[src/hw/rtl/lfr_pkg.sv]
// Shared types and constants for the LED fade-with-resend brightness engine.
// No dependencies; every other file of the block imports this package.
`default_nettype none

package lfr_pkg;

   // Field widths fixed by the item format
   localparam int KIND_W     = 2;
   localparam int ELAPSED_W  = 16;
   localparam int LEVEL_W    = 13;
   localparam int DECAY_W    = 16;
   localparam int RESEND_W   = 2;
   localparam int RATE_W     = 32;

   // Brightness fraction bits, default for the top-level parameter
   localparam int FRAC_BITS_DEF = 20;

   // Level constants in 1/4096 steps
   localparam logic [LEVEL_W-1:0] LEVEL_FULL = 13'd4096;
   localparam logic [LEVEL_W-1:0] LEVEL_ZERO = 13'd0;

   // Resend counter codes
   localparam logic [RESEND_W-1:0] RESEND_SETTLED = 2'd3;
   localparam logic [RESEND_W-1:0] RESEND_CHANGED = 2'd2;
   localparam logic [RESEND_W-1:0] RESEND_NONE    = 2'd0;

   // Configuration register file
   localparam int CSR_ADDR_W = 3;
   localparam int CSR_DATA_W = 32;
   localparam logic REG_DECAY_RATE = 1'b0;   // word index, paddr[2]
   localparam logic [DECAY_W-1:0] DECAY_RESET = 16'd2560;

   typedef enum logic [KIND_W-1:0] {
      KIND_TICK  = 2'd0,
      KIND_PULSE = 2'd1,
      KIND_SET   = 2'd2,
      KIND_SENT  = 2'd3
   } kind_type;

   typedef enum logic [2:0] {
      ST_IDLE,
      ST_EVAL,
      ST_MUL,
      ST_APPLY,
      ST_FINISH
   } ctrl_state_type;

   // Controller to datapath
   typedef struct packed {
      logic capture;   // latch the accepted transaction
      logic eval;      // difference to goal, decay times elapsed
      logic mul;       // rate times difference magnitude
      logic apply;     // update level state by kind
      logic finish;    // settle resend count, load result register
   } dp_cmd_type;

   // Datapath to controller
   typedef struct packed {
      kind_type kind;
      logic     rsp_stall;
   } dp_status_type;

endpackage

`default_nettype wire

[src/hw/rtl/lfr_req_if.sv]
// Request channel of the brightness engine: valid/ready plus item fields.
// Depends on lfr_pkg for field widths.
`default_nettype none

interface lfr_req_if;
   import lfr_pkg::*;

   logic                 valid;
   logic                 ready;
   logic [KIND_W-1:0]    kind;
   logic [ELAPSED_W-1:0] elapsed_time;
   logic [LEVEL_W-1:0]   level_value;
   logic [LEVEL_W-1:0]   end_level;

   modport source (output valid, kind, elapsed_time, level_value, end_level,
                   input ready);
   modport sink   (input valid, kind, elapsed_time, level_value, end_level,
                   output ready);
endinterface

`default_nettype wire

[src/hw/rtl/lfr_rsp_if.sv]
// Result channel of the brightness engine: valid/ready plus result fields.
// Depends on lfr_pkg for field widths.
`default_nettype none

interface lfr_rsp_if;
   import lfr_pkg::*;

   logic               valid;
   logic               ready;
   logic [LEVEL_W-1:0] brightness_level;
   logic               needs_send;

   modport source (output valid, brightness_level, needs_send, input ready);
   modport sink   (input valid, brightness_level, needs_send, output ready);
endinterface

`default_nettype wire

[src/hw/rtl/lfr_ctrl.sv]
// Sequencing state machine of the brightness engine.
// Depends on lfr_pkg; drives the datapath through dp_cmd_type.
`default_nettype none

module lfr_ctrl (
   input  wire logic                  clock,
   input  wire logic                  reset,
   input  wire logic                  req_valid,
   output logic                       req_ready,
   input  wire lfr_pkg::dp_status_type status,
   output lfr_pkg::dp_cmd_type        cmd
);
   import lfr_pkg::*;

   ctrl_state_type state_ff;
   ctrl_state_type state_in;

   // State register
   always_ff @(posedge clock) begin
      if (reset) begin
         state_ff <= ST_IDLE;
      end else begin
         state_ff <= state_in;
      end
   end

   // Next state
   always_comb begin
      state_in = state_ff;
      unique case (state_ff)
         ST_IDLE: begin
            if (req_valid) state_in = ST_EVAL;
         end
         ST_EVAL: begin
            state_in = (status.kind == KIND_TICK) ? ST_MUL : ST_APPLY;
         end
         ST_MUL: begin
            state_in = ST_APPLY;
         end
         ST_APPLY: begin
            state_in = ST_FINISH;
         end
         ST_FINISH: begin
            if (!status.rsp_stall) state_in = ST_IDLE;
         end
         default: begin
            state_in = ST_IDLE;
         end
      endcase
   end

   // Outputs
   always_comb begin
      cmd       = '0;
      req_ready = 1'b0;
      unique case (state_ff)
         ST_IDLE: begin
            req_ready   = 1'b1;
            cmd.capture = req_valid;
         end
         ST_EVAL: begin
            cmd.eval = 1'b1;
         end
         ST_MUL: begin
            cmd.mul = 1'b1;
         end
         ST_APPLY: begin
            cmd.apply = 1'b1;
         end
         ST_FINISH: begin
            cmd.finish = !status.rsp_stall;
         end
         default: begin
            cmd = '0;
         end
      endcase
   end

endmodule

`default_nettype wire

[src/hw/rtl/lfr_datapath.sv]
// Datapath of the brightness engine: level state, shared multiplier,
// clamp and resend logic, result register. Depends on lfr_pkg.
`default_nettype none

module lfr_datapath #(
   parameter int FRAC_BITS = lfr_pkg::FRAC_BITS_DEF
) (
   input  wire logic                          clock,
   input  wire logic                          reset,
   input  wire lfr_pkg::dp_cmd_type           cmd,
   output lfr_pkg::dp_status_type             status,
   input  wire logic [lfr_pkg::DECAY_W-1:0]   decay_rate,
   input  wire logic [lfr_pkg::KIND_W-1:0]    req_kind,
   input  wire logic [lfr_pkg::ELAPSED_W-1:0] req_elapsed_time,
   input  wire logic [lfr_pkg::LEVEL_W-1:0]   req_level_value,
   input  wire logic [lfr_pkg::LEVEL_W-1:0]   req_end_level,
   output logic                               rsp_valid,
   input  wire logic                          rsp_ready,
   output logic [lfr_pkg::LEVEL_W-1:0]        rsp_brightness_level,
   output logic                               rsp_needs_send
);
   import lfr_pkg::*;

   localparam int LW        = FRAC_BITS + 1;          // level width, full = 2^FRAC_BITS
   localparam int LVL_SHIFT = FRAC_BITS - 12;
   localparam int MB_W      = (LW > ELAPSED_W) ? LW : ELAPSED_W;
   localparam int PROD_W    = RATE_W + MB_W;
   localparam int DELTA_W   = PROD_W - 24;
   localparam int SUM_W     = DELTA_W + 1;
   localparam logic [LW-1:0] ONE  = LW'(1) << FRAC_BITS;
   localparam logic [LW-1:0] STEP = LW'(1) << LVL_SHIFT;
   localparam logic [LW-1:0] HALF = LW'(1) << (FRAC_BITS - 13);

   // Absolute difference of two levels
   function automatic logic [LW-1:0] abs_diff(input logic [LW-1:0] a,
                                              input logic [LW-1:0] b);
      logic [LW-1:0] r;
      r = (a >= b) ? (a - b) : (b - a);
      return r;
   endfunction

   // Captured transaction
   kind_type             kind_ff;
   logic [ELAPSED_W-1:0] elapsed_ff;
   logic [LEVEL_W-1:0]   lv_ff;
   logic [LEVEL_W-1:0]   endl_ff;
   logic [LEVEL_W-1:0]   lv_sat;
   logic [LEVEL_W-1:0]   endl_sat;

   // Level state
   logic [LW-1:0]        now_ff,  now_in;
   logic [LW-1:0]        goal_ff, goal_in;
   logic [LW-1:0]        last_ff, last_in;
   logic [RESEND_W-1:0]  resend_ff, resend_in;

   // Tick intermediates
   logic [LW-1:0]        diff_mag_ff;
   logic                 diff_neg_ff;
   logic [RATE_W-1:0]    rate_ff;
   logic [PROD_W-1:0]    prod_ff;
   logic                 chk_ff, chk_in;

   // Result register
   logic                 rsp_valid_ff;
   logic [LEVEL_W-1:0]   rsp_level_ff;
   logic                 rsp_send_ff;

   // Shared multiplier: decay x elapsed in eval, rate x |diff| otherwise
   logic [RATE_W-1:0]    mul_a;
   logic [MB_W-1:0]      mul_b;
   logic [PROD_W-1:0]    mul_out;

   logic [LEVEL_W-1:0]   cur_lvl;
   logic [LW-1:0]        lv_q;
   logic [LW-1:0]        endl_q;
   logic [DELTA_W-1:0]   delta;
   logic [SUM_W-1:0]     now_ext;
   logic [SUM_W-1:0]     up_sum;
   logic [LW-1:0]        tick_next;
   logic [RESEND_W-1:0]  resend_fin;
   logic                 send_fin;

   // Saturate levels above full
   assign lv_sat   = (req_level_value > LEVEL_FULL) ? LEVEL_FULL : req_level_value;
   assign endl_sat = (req_end_level   > LEVEL_FULL) ? LEVEL_FULL : req_end_level;

   assign mul_a   = cmd.eval ? RATE_W'(decay_rate) : rate_ff;
   assign mul_b   = cmd.eval ? MB_W'(elapsed_ff) : MB_W'(diff_mag_ff);
   assign mul_out = PROD_W'(mul_a) * PROD_W'(mul_b);

   assign cur_lvl = now_ff[LW-1:LVL_SHIFT];
   assign lv_q    = LW'(lv_ff) << LVL_SHIFT;
   assign endl_q  = LW'(endl_ff) << LVL_SHIFT;

   // Step toward the goal with clamping to 0..full
   assign delta   = prod_ff[PROD_W-1:24];
   assign now_ext = SUM_W'(now_ff);
   assign up_sum  = now_ext + SUM_W'(delta);
   always_comb begin
      if (diff_neg_ff) begin
         tick_next = (SUM_W'(delta) > now_ext) ? '0 : LW'(now_ext - SUM_W'(delta));
      end else begin
         tick_next = (up_sum > SUM_W'(ONE)) ? ONE : LW'(up_sum);
      end
   end

   // Level state update by kind
   always_comb begin
      now_in    = now_ff;
      goal_in   = goal_ff;
      last_in   = last_ff;
      resend_in = resend_ff;
      chk_in    = chk_ff;
      if (cmd.apply) begin
         chk_in = 1'b0;
         unique case (kind_ff)
            KIND_TICK: begin
               if (diff_mag_ff >= STEP) begin
                  if (decay_rate != '0) begin
                     now_in = tick_next;
                     chk_in = 1'b1;
                  end else begin
                     now_in    = goal_ff;
                     resend_in = RESEND_CHANGED;
                  end
               end
            end
            KIND_PULSE: begin
               if (lv_ff != cur_lvl) resend_in = RESEND_CHANGED;
               if (lv_q > now_ff) now_in = lv_q;
               goal_in = endl_q;
            end
            KIND_SET: begin
               if (lv_ff != cur_lvl) begin
                  resend_in = (lv_ff == LEVEL_ZERO) ? RESEND_SETTLED : RESEND_CHANGED;
               end
               now_in  = lv_q;
               goal_in = lv_q;
            end
            KIND_SENT: begin
               last_in = now_ff;
               if (resend_ff != RESEND_NONE) resend_in = resend_ff - RESEND_W'(1);
            end
            default: begin
               now_in = now_ff;
            end
         endcase
      end else if (cmd.finish) begin
         resend_in = resend_fin;
      end
   end

   // Resend count after a decay step, and the send flag
   assign resend_fin = !chk_ff ? resend_ff :
                       (abs_diff(goal_ff, now_ff) < STEP) ? RESEND_SETTLED : RESEND_CHANGED;
   assign send_fin   = (abs_diff(now_ff, last_ff) >= HALF) || (resend_fin != RESEND_NONE);

   // State registers
   always_ff @(posedge clock) begin
      if (reset) begin
         now_ff       <= '0;
         goal_ff      <= '0;
         last_ff      <= ONE;
         resend_ff    <= RESEND_CHANGED;
         chk_ff       <= 1'b0;
         rsp_valid_ff <= 1'b0;
      end else begin
         now_ff    <= now_in;
         goal_ff   <= goal_in;
         last_ff   <= last_in;
         resend_ff <= resend_in;
         chk_ff    <= chk_in;
         if (cmd.finish) begin
            rsp_valid_ff <= 1'b1;
         end else if (rsp_ready) begin
            rsp_valid_ff <= 1'b0;
         end
      end
   end

   // Payload registers
   always_ff @(posedge clock) begin
      if (cmd.capture) begin
         kind_ff    <= kind_type'(req_kind);
         elapsed_ff <= req_elapsed_time;
         lv_ff      <= lv_sat;
         endl_ff    <= endl_sat;
      end
      if (cmd.eval) begin
         diff_neg_ff <= goal_ff < now_ff;
         diff_mag_ff <= abs_diff(goal_ff, now_ff);
         rate_ff     <= mul_out[RATE_W-1:0];
      end
      if (cmd.mul) begin
         prod_ff <= mul_out;
      end
      if (cmd.finish) begin
         rsp_level_ff <= now_ff[LW-1:LVL_SHIFT];
         rsp_send_ff  <= send_fin;
      end
   end

   assign status.kind      = kind_ff;
   assign status.rsp_stall = rsp_valid_ff && !rsp_ready;

   assign rsp_valid            = rsp_valid_ff;
   assign rsp_brightness_level = rsp_level_ff;
   assign rsp_needs_send       = rsp_send_ff;

endmodule

`default_nettype wire

[src/hw/rtl/led_fade_with_resend_top.sv]
// LED fade-with-resend engine. After the accept edge a tick passes through the
// eval, mul, apply and finish states, other kinds skip mul; the shared multiplier
// is used twice per tick. A new item is accepted only back in the idle state.
// A finished result waits in an output register; the next item is accepted
// meanwhile. Synchronous reset: level 0, goal 0, last sent full, resends 2,
// decay rate 10.0/s.
// Depends on lfr_pkg, lfr_req_if, lfr_rsp_if, lfr_ctrl, lfr_datapath.
`default_nettype none

module led_fade_with_resend_top #(
   parameter int FRAC_BITS = lfr_pkg::FRAC_BITS_DEF
) (
   input  wire logic                            clock,
   input  wire logic                            reset,
   lfr_req_if.sink                              req_chan,
   lfr_rsp_if.source                            rsp_chan,
   input  wire logic                            csr_psel,
   input  wire logic                            csr_penable,
   input  wire logic                            csr_pwrite,
   input  wire logic [lfr_pkg::CSR_ADDR_W-1:0]  csr_paddr,
   input  wire logic [lfr_pkg::CSR_DATA_W-1:0]  csr_pwdata,
   output logic [lfr_pkg::CSR_DATA_W-1:0]       csr_prdata,
   output logic                                 csr_pready
);
   import lfr_pkg::*;

   logic [DECAY_W-1:0] decay_ff;
   logic               csr_wr;
   dp_cmd_type         cmd;
   dp_status_type      status;

   // Configuration register
   assign csr_pready = 1'b1;
   assign csr_wr     = csr_psel && csr_penable && csr_pwrite &&
                       (csr_paddr[2] == REG_DECAY_RATE);

   always_ff @(posedge clock) begin
      if (reset) begin
         decay_ff <= DECAY_RESET;
      end else if (csr_wr) begin
         decay_ff <= csr_pwdata[DECAY_W-1:0];
      end
   end

   assign csr_prdata = (csr_paddr[2] == REG_DECAY_RATE) ? CSR_DATA_W'(decay_ff) : '0;

   lfr_ctrl u_ctrl (
      .clock     (clock),
      .reset     (reset),
      .req_valid (req_chan.valid),
      .req_ready (req_chan.ready),
      .status    (status),
      .cmd       (cmd)
   );

   lfr_datapath #(
      .FRAC_BITS (FRAC_BITS)
   ) u_datapath (
      .clock                (clock),
      .reset                (reset),
      .cmd                  (cmd),
      .status               (status),
      .decay_rate           (decay_ff),
      .req_kind             (req_chan.kind),
      .req_elapsed_time     (req_chan.elapsed_time),
      .req_level_value      (req_chan.level_value),
      .req_end_level        (req_chan.end_level),
      .rsp_valid            (rsp_chan.valid),
      .rsp_ready            (rsp_chan.ready),
      .rsp_brightness_level (rsp_chan.brightness_level),
      .rsp_needs_send       (rsp_chan.needs_send)
   );

endmodule

`default_nettype wire
[src/flat_wrapper.sv]
// flat-port wrapper written by rule: the top's interface ports become plain ports
module led_fade_with_resend_top_flat import lfr_pkg::*;
#(
   parameter int FRAC_BITS = lfr_pkg::FRAC_BITS_DEF
)
  (clock, reset, csr_psel, csr_penable, csr_pwrite, csr_paddr, csr_pwdata, csr_prdata, csr_pready, req_chan_valid, req_chan_kind, req_chan_elapsed_time, req_chan_level_value, req_chan_end_level, req_chan_ready, rsp_chan_valid, rsp_chan_brightness_level, rsp_chan_needs_send, rsp_chan_ready);
  lfr_req_if req_chan_i ();
  lfr_rsp_if rsp_chan_i ();
  input  wire logic clock;
  input  wire logic reset;
  input  wire logic csr_psel;
  input  wire logic csr_penable;
  input  wire logic csr_pwrite;
  input  wire logic [lfr_pkg::CSR_ADDR_W-1:0] csr_paddr;
  input  wire logic [lfr_pkg::CSR_DATA_W-1:0] csr_pwdata;
  output logic [lfr_pkg::CSR_DATA_W-1:0] csr_prdata;
  output logic csr_pready;
  input wire logic [$bits(req_chan_i.valid)-1:0] req_chan_valid;
  input wire logic [$bits(req_chan_i.kind)-1:0] req_chan_kind;
  input wire logic [$bits(req_chan_i.elapsed_time)-1:0] req_chan_elapsed_time;
  input wire logic [$bits(req_chan_i.level_value)-1:0] req_chan_level_value;
  input wire logic [$bits(req_chan_i.end_level)-1:0] req_chan_end_level;
  output wire logic [$bits(req_chan_i.ready)-1:0] req_chan_ready;
  output wire logic [$bits(rsp_chan_i.valid)-1:0] rsp_chan_valid;
  output wire logic [$bits(rsp_chan_i.brightness_level)-1:0] rsp_chan_brightness_level;
  output wire logic [$bits(rsp_chan_i.needs_send)-1:0] rsp_chan_needs_send;
  input wire logic [$bits(rsp_chan_i.ready)-1:0] rsp_chan_ready;
  assign req_chan_i.valid = req_chan_valid;
  assign req_chan_i.kind = req_chan_kind;
  assign req_chan_i.elapsed_time = req_chan_elapsed_time;
  assign req_chan_i.level_value = req_chan_level_value;
  assign req_chan_i.end_level = req_chan_end_level;
  assign req_chan_ready = req_chan_i.ready;
  assign rsp_chan_valid = rsp_chan_i.valid;
  assign rsp_chan_brightness_level = rsp_chan_i.brightness_level;
  assign rsp_chan_needs_send = rsp_chan_i.needs_send;
  assign rsp_chan_i.ready = rsp_chan_ready;
  led_fade_with_resend_top #(.FRAC_BITS(FRAC_BITS)) u_core (.clock(clock), .reset(reset), .req_chan(req_chan_i), .rsp_chan(rsp_chan_i), .csr_psel(csr_psel), .csr_penable(csr_penable), .csr_pwrite(csr_pwrite), .csr_paddr(csr_paddr), .csr_pwdata(csr_pwdata), .csr_prdata(csr_prdata), .csr_pready(csr_pready));
endmodule
[config.mk]
export PLATFORM = sky130hd
export DESIGN_NAME = led_fade_with_resend_top_flat
export DESIGN_NICKNAME = d
export VERILOG_FILES = /design/src/hw/rtl/lfr_pkg.sv /design/src/hw/rtl/lfr_req_if.sv /design/src/hw/rtl/lfr_rsp_if.sv /design/src/hw/rtl/lfr_ctrl.sv /design/src/hw/rtl/lfr_datapath.sv /design/src/hw/rtl/led_fade_with_resend_top.sv /design/src/flat_wrapper.sv
export SDC_FILE = /design/constraint.sdc
export NUM_CORES = 2
export LEC_CHECK = 0
export ABC_AREA = 1
export BUFFER_PORTS_ARGS = -buffer_cell sky130_fd_sc_hd__buf_2
export CORE_ASPECT_RATIO = 0.5
export CORE_UTILIZATION = 70
export CTS_CLUSTER_SIZE = 40
export DETAILED_ROUTE_END_ITERATION = 6
export HOLD_SLACK_MARGIN = 0.15
export PLACE_DENSITY = 0.9
export SLEW_MARGIN = 20
export SYNTH_ARGS = -nofsm -noshare
export SYNTH_HDL_FRONTEND = slang
export SYNTH_HIERARCHICAL = 1
export SYNTH_SLANG_ARGS = --single-unit
[constraint.sdc]
create_clock -name clock -period 24 [get_ports clock]
set_input_delay 2.4 -clock clock [delete_from_list [all_inputs] [get_ports clock]]
set_output_delay 2.4 -clock clock [all_outputs]
set_load 0.02 [all_outputs]
# [After elaboration in Yosys (flattened, before gate mapping)]
# Cells that the tools add are included.
[word_totals] romBits=0 elab_cells=116 ff_bits=251 output_inout_bits=49 mem_count=0 ramBits=0 latch_bits=0
[op_classes] order_cmp=11 muxes=39 bitwise=1 multipliers=1 div=0 addsub=7 n_eq_ne=17 n_shift=0 reduce_logical=22
[ops] cell="21-bit 2-to-1 mux" count=9
[ops] cell="21-bit subtractor" count=5
[ops] cell="21-bit case mux with 3 select lines" count=1
[ops] cell="32-bit by 21-bit multiplier with 53-bit output" count=1
[ops] cell="21-bit >= comparator" count=2
[ops] cell="21-bit case mux with 2 select lines" count=1
[ops] cell="32-bit 2-to-1 mux" count=1
[ops] cell="21-bit by 29-bit adder with 30-bit output" count=1
[ops] cell="30-bit by 21-bit greater-than comparator with 1-bit output, second input constant" count=1
[ops] cell="29-bit by 21-bit greater-than comparator with 1-bit output" count=1
[ops] cell="13-bit greater-than comparator, second input constant" count=2
[ops] cell="21-bit by 8-bit >= comparator with 1-bit output, second input constant" count=1
[ops] cell="21-bit by 9-bit >= comparator with 1-bit output, second input constant" count=1
[ops] cell="21-bit greater-than comparator" count=1
[ops] cell="21-bit less-than comparator" count=1
[ops] cell="21-bit by 9-bit less-than comparator with 1-bit output, second input constant" count=1
[ops] cell="16-bit 2-to-1 mux" count=1
[ops] cell="2-bit 2-to-1 mux" count=8
[ops] cell="16-bit nonzero test" count=1
[ops] cell="3-bit inequality test, second input constant" count=5
[ops] cell="3-bit case mux with 5 select lines" count=1
[ops] cell="1-bit 2-to-1 mux" count=14
[ops] cell="13-bit logical NOT" count=1
[ops] cell="13-bit inequality test" count=1
[ops] cell="other kinds (20)" count=36

# [Logic depth before layout (Yosys ltp)]
[depth] ltp_word=7 ltp_mapped=38

# [By module]
# Netlist, hierarchy kept.
[by_module_without_submodules] mod="lfr_datapath" seq_area_each_um2=5415.2 instances=1 cells_each=4713 area_per_inst_um2=36744.0
[by_module_without_submodules] mod="led_fade_with_resend_top" seq_area_each_um2=320.3 instances=1 cells_each=158 area_per_inst_um2=1036.0
[by_module_without_submodules] mod="lfr_ctrl" seq_area_each_um2=60.1 instances=1 cells_each=31 area_per_inst_um2=178.9

# [Worst setup path after synthesis]
# No wires, ideal clock.
[synth_path] path_type="reg2reg" start="reg u_core.u_ctrl.state_ff[1]" end="reg u_core.u_datapath.prod_ff[35] (data pin)" t_arrival_ps=8186 required_ps=23735 path_stages_with_launch=32 setup_slack_ps=15549 setup_ps=265 cell_sequence="dfxtp_1 -> inv_1 -> nand3_1 -> inv_1 -> clkbuf_1 -> clkbuf_1 -> o21a_1 -> clkbuf_1 -> nor2_1 -> fa_1 -> fa_1 -> inv_1 -> fa_1 -> inv_1 -> fa_1 -> fa_1 -> fa_1 -> inv_1 -> fa_1 -> inv_1 -> ha_1 -> a21oi_1 -> inv_1 -> a31oi_1 -> o21ai_0 -> nand2_1 -> o211ai_1 -> a21oi_1 -> o21ai_0 -> a21boi_0 -> o21ai_0 -> xor2_1"
[synth_lines] item="start: declaration" line="lfr_ctrl.sv:15" text="ctrl_state_type state_ff;"
[synth_lines] item="start signal: assignment" line="lfr_ctrl.sv:23" text="state_ff <= state_in;"
[synth_lines] item="end signal: assignment" line="lfr_datapath.sv:195" text="prod_ff <= mul_out;"
[synth_lines] item="end: declaration" line="lfr_datapath.sv:60" text="logic [PROD_W-1:0] prod_ff;"

==> results <==
- The number of buffers on the longest clock path is 3.
- After detailed routing, the average wire length per cell comes to 21.5 um.
- The root cell of the clock tree is clkbuf_16.
- The number of top-level design ports is 135.
- Port buffering added 99 buffers.
- Once layout is done, the placed cells without fillers occupy 0.0398 sq mm.
- The library cells used most frequently in the layout, excluding fill and tap cells, are inv_1 (1088), nand2_1 (925), nor2_1 (614).
- The flop and latch count out of synthesis is 219.
- For the worst setup path, the data required time is 24.36 ns.
- The number of failing hold endpoints at the final stage is 0.
- The synthesized area divided by synthesized cell count is 7.74 sq um.
- In this run the core area contains 59 standard-cell rows.
- Across the run, the number of max-cap violations was 0.
- The top achievable clock speed is 98.4 MHz.
- The die is 167 um tall.
- The cell at the slowest stage of the critical path is buf_4.
- The critical path class is reg2reg.
- The number of post-CTS setup repair buffers is 0.
- The final-report max-slew violation count is 0.
- For this block, the routed nets add up to 122000 um of wire.
- The flow ran to the end, but the final reports show violations.
- In this run, synthesis inferred 141 flip-flops with an integrated enable.
- Summed over all layers, the global routing overflow is 0.
- In this run, distinct cell masters in the synthesized netlist total 60.
- From left edge to right edge, the die measures 331 um.
- The number of placed instances, taps included is 5608.
- On the final layout, the worst clock skew is 0.0220 ns.
- The clock latency reported for the late side of the worst-skew pair is 0.58 ns.
- The delay of the slowest critical-path stage is 0.67 ns.
- The total of cells resized after clock tree synthesis is 0.
- The most frequent cell on the critical path is inv_1.
- Counting instances, the worst hold path has a depth of 2.
- At the pin with the least slew margin, the transition time is 1.30 ns.
- Once layout is complete, the cells apart from fillers number 5654.
- The slack of the worst reg-to-reg path is 13.84 ns.
- The final setup slack of the worst path is 13.84 ns.
- The startpoint class of the critical path is a register.
- The pre-antenna-repair detailed-routing pass consisted of 7 iterations.
- The via density per instance is 6.04.
- The endpoint kind of the worst setup timing path is a register.
- The first global-routing pass estimated 189000 um of wire.
- Yosys printed 6 warnings.
- The CTS tree is built.
- The most frequent standard cell in the layout excluding fill and tap cells is inv_1.
- Once detailed placement completed, the half-perimeter wirelength came to 98200 um.
- The prevailing post-synth register cell is edfxtp_1.
- The endpoint of the worst hold path is u_core/u_datapath/last_ff[16]$_SDFFE_PP0P_.
- The global-route usage over all layers is 44.6%.
- The launching point of the worst reg2reg path is u_core/u_ctrl/state_ff[1]$_SDFFE_PP0P_.
- The path type of the worst min-delay path is reg2reg.
- The number of cells on the worst reg-to-reg path is 31.
- Synthesis produced a netlist whose cell count is 4902.
- In the post-synthesis netlist, the biggest area contributors are fa_1 (30%), edfxtp_1 (11%), inv_1 (11%).
- The die covers 0.0552 sq mm.
- The total standard cell area after synthesis is 0.0380 sq mm.
- The first-iteration detailed-routing DRC count is 4010.
- The via count of the first global-routing pass is 34.8k.
- In the final timing run, aggregate negative setup slack is 0 ns.
- The worst pin sits at a relative slew slack of 13.0%.
- The hold path startpoint is u_core/u_datapath/last_ff[16]$_SDFFE_PP0P_.
- The clock net in this run drives a total of 219 sinks.
- At the end of routability-driven placement, the weighted congestion stood at 1.02.
- The checks that failed: design-rule violations.
- The worst slack at placement is 14.28 ns.
- The number of antenna violations at the first check in global routing is 0.
- In the final layout, the share of cells above drive strength 1 is 6.00%.
- STA puts the critical path data arrival time at 10.52 ns.
- Setup repair after global routing left no endpoint under its margin.
- The cell taking the most area after synthesis is fa_1.
- The detail route stage leaves a number of antenna-violating nets equal to 0.
- The synthesis-to-layout area growth is 4.83%.
- The share of the synthesized area in the top cell type is 30.1%.
- The total CTS buffers is 25.
- The post-layout minimum cycle time is 10.16 ns.
- 0 antenna diodes ended up in the layout.
- Entering global routing, the biggest net connects 54 pins.
- For this configuration, the core starts out at a cell density of 71.9%.
- The core region is 0.0528 sq mm.
- The sequential share of the synthesized area is 15.3%.
- The proportion of synthesized flip-flops having asynchronous set or reset is 0%.
- The final layout contains 5900 nets.
- The cell area after placement is 0.0389 sq mm.
- The total vias in the final route is 34.2k.
- CTS built an H-tree with a depth of 1.
- Setup violations remaining at the end of the flow were counted as 0.
- The capture instance of the worst register-to-register path is u_core/u_datapath/prod_ff[35]$_DFFE_PP_.
- The highest net fanout along the worst path is 53.
- Clock-pin slew was measured on the worst setup and hold paths at 0.07 ns.
- In the finished design, the share of the clock period the worst path needs comes to 42.3%.
- The number of hold buffers added after cts is 0.
- For this run, design rule violations remaining after detail routing come to 2.
==> critical path: cells and delay by family (launching register included) <==
kind	cells	cell delay, ns
adder cells (fa/ha/maj)	8	3.94
buffers and inverters	11	2.60
AO/OA/AOI/OAI	5	1.38
AND/OR/NAND/NOR	6	1.27
flip-flops	1	0.37
XOR/XNOR	1	0.31
==> final cells by class <==
type                    count  area (sq um)
repair buffers            146           848
well taps                 701           877
fillers                  3959         13000
multi-input cells        3423         27200
clock buffers              29           661
clock inverters            17           199
inverters                1119          4200
flip-flops and latches    219          5800
==> state kept, by name (all words and copies together) (netlist names), 2 cells and up <==
name,flops
u_core/u_datapath/now_ff,21
u_core/u_datapath/goal_ff,13
u_core/u_datapath/prod_ff,29
u_core/u_datapath/resend_ff,2
u_core/u_datapath/kind_ff,2
u_core/u_datapath/last_ff,21
u_core/u_datapath/diff_mag_ff,21
u_core/u_datapath/elapsed_ff,16
u_core/u_datapath/rate_ff,32
u_core/decay_ff,16
u_core/u_datapath/endl_ff,13
u_core/u_ctrl/state_ff,3
u_core/u_datapath/lv_ff,13
u_core/u_datapath/rsp_brightness_level,13
==> kinds of logic (layout without fill, tap and decap cells) <==
logic type,Yosys count,count (layout),share of synthesized area [%]
fa+ha+maj,880,880,40.3
compound gates,577,577,8.66
other cells,2,17,0.0198
simple gates,1838,1838,20.0
buf+inv,1275,1311,13.3
flops,219,219,15.3
xor+xnor,111,111,2.56
==> worst max-delay path by stage <==
stage	start	endpoint	slack (ns)	depth (start not counted)
floorplan	u_core/u_ctrl/state_ff[1]$_SDFFE_PP0P_	u_core/u_datapath/prod_ff[35]$_DFFE_PP_	15.55	31
global placement	u_core/u_ctrl/state_ff[1]$_SDFFE_PP0P_	u_core/u_datapath/prod_ff[35]$_DFFE_PP_	14.36	31
detailed placement	u_core/u_ctrl/state_ff[1]$_SDFFE_PP0P_	u_core/u_datapath/prod_ff[35]$_DFFE_PP_	14.28	27
CTS	u_core/u_ctrl/state_ff[1]$_SDFFE_PP0P_	u_core/u_datapath/prod_ff[35]$_DFFE_PP_	14.19	31
global route	u_core/u_ctrl/state_ff[1]$_SDFFE_PP0P_	u_core/u_datapath/prod_ff[50]$_DFFE_PP_	13.55	31
finish	u_core/u_ctrl/state_ff[1]$_SDFFE_PP0P_	u_core/u_datapath/prod_ff[35]$_DFFE_PP_	13.84	31
==> cell usage after synthesis (all sizes together) (54+ instances only) <==
cell type,n
xor2,88
o21ai,172
nand2,939
fa,570
buf,54
a21oi,266
inv,1104
clkbuf,102
nand3,139
edfxtp,141
ha,310
dfxtp,78
nor2,653
==> routing by layer <==
metal | part of all wire, % | vias to the layer above | global-route usage (%)
li1 | - | 14917 | -
met1 | 36 | 16276 | 56.3
met2 | 43 | 2359 | 69.5
met3 | 13 | 624 | 10.4
met4 | 8.1 | 0 | 28.7
met5 | 0 | - | 0
==> through the flow <==
stage / hold WS (ns) / utilization, %
after floorplan: 0.446 / -
after global placement: 0.460 / 73.8
after detailed placement: 0.469 / 73.8
after CTS: 0.481 / 75.4
after global routing: 0.497 / 75.4
final: 0.481 / 75.4
Power is left out: the tool's default activity adds up to more than one toggle a clock period on the data nets, which glitch-free logic cannot reach.
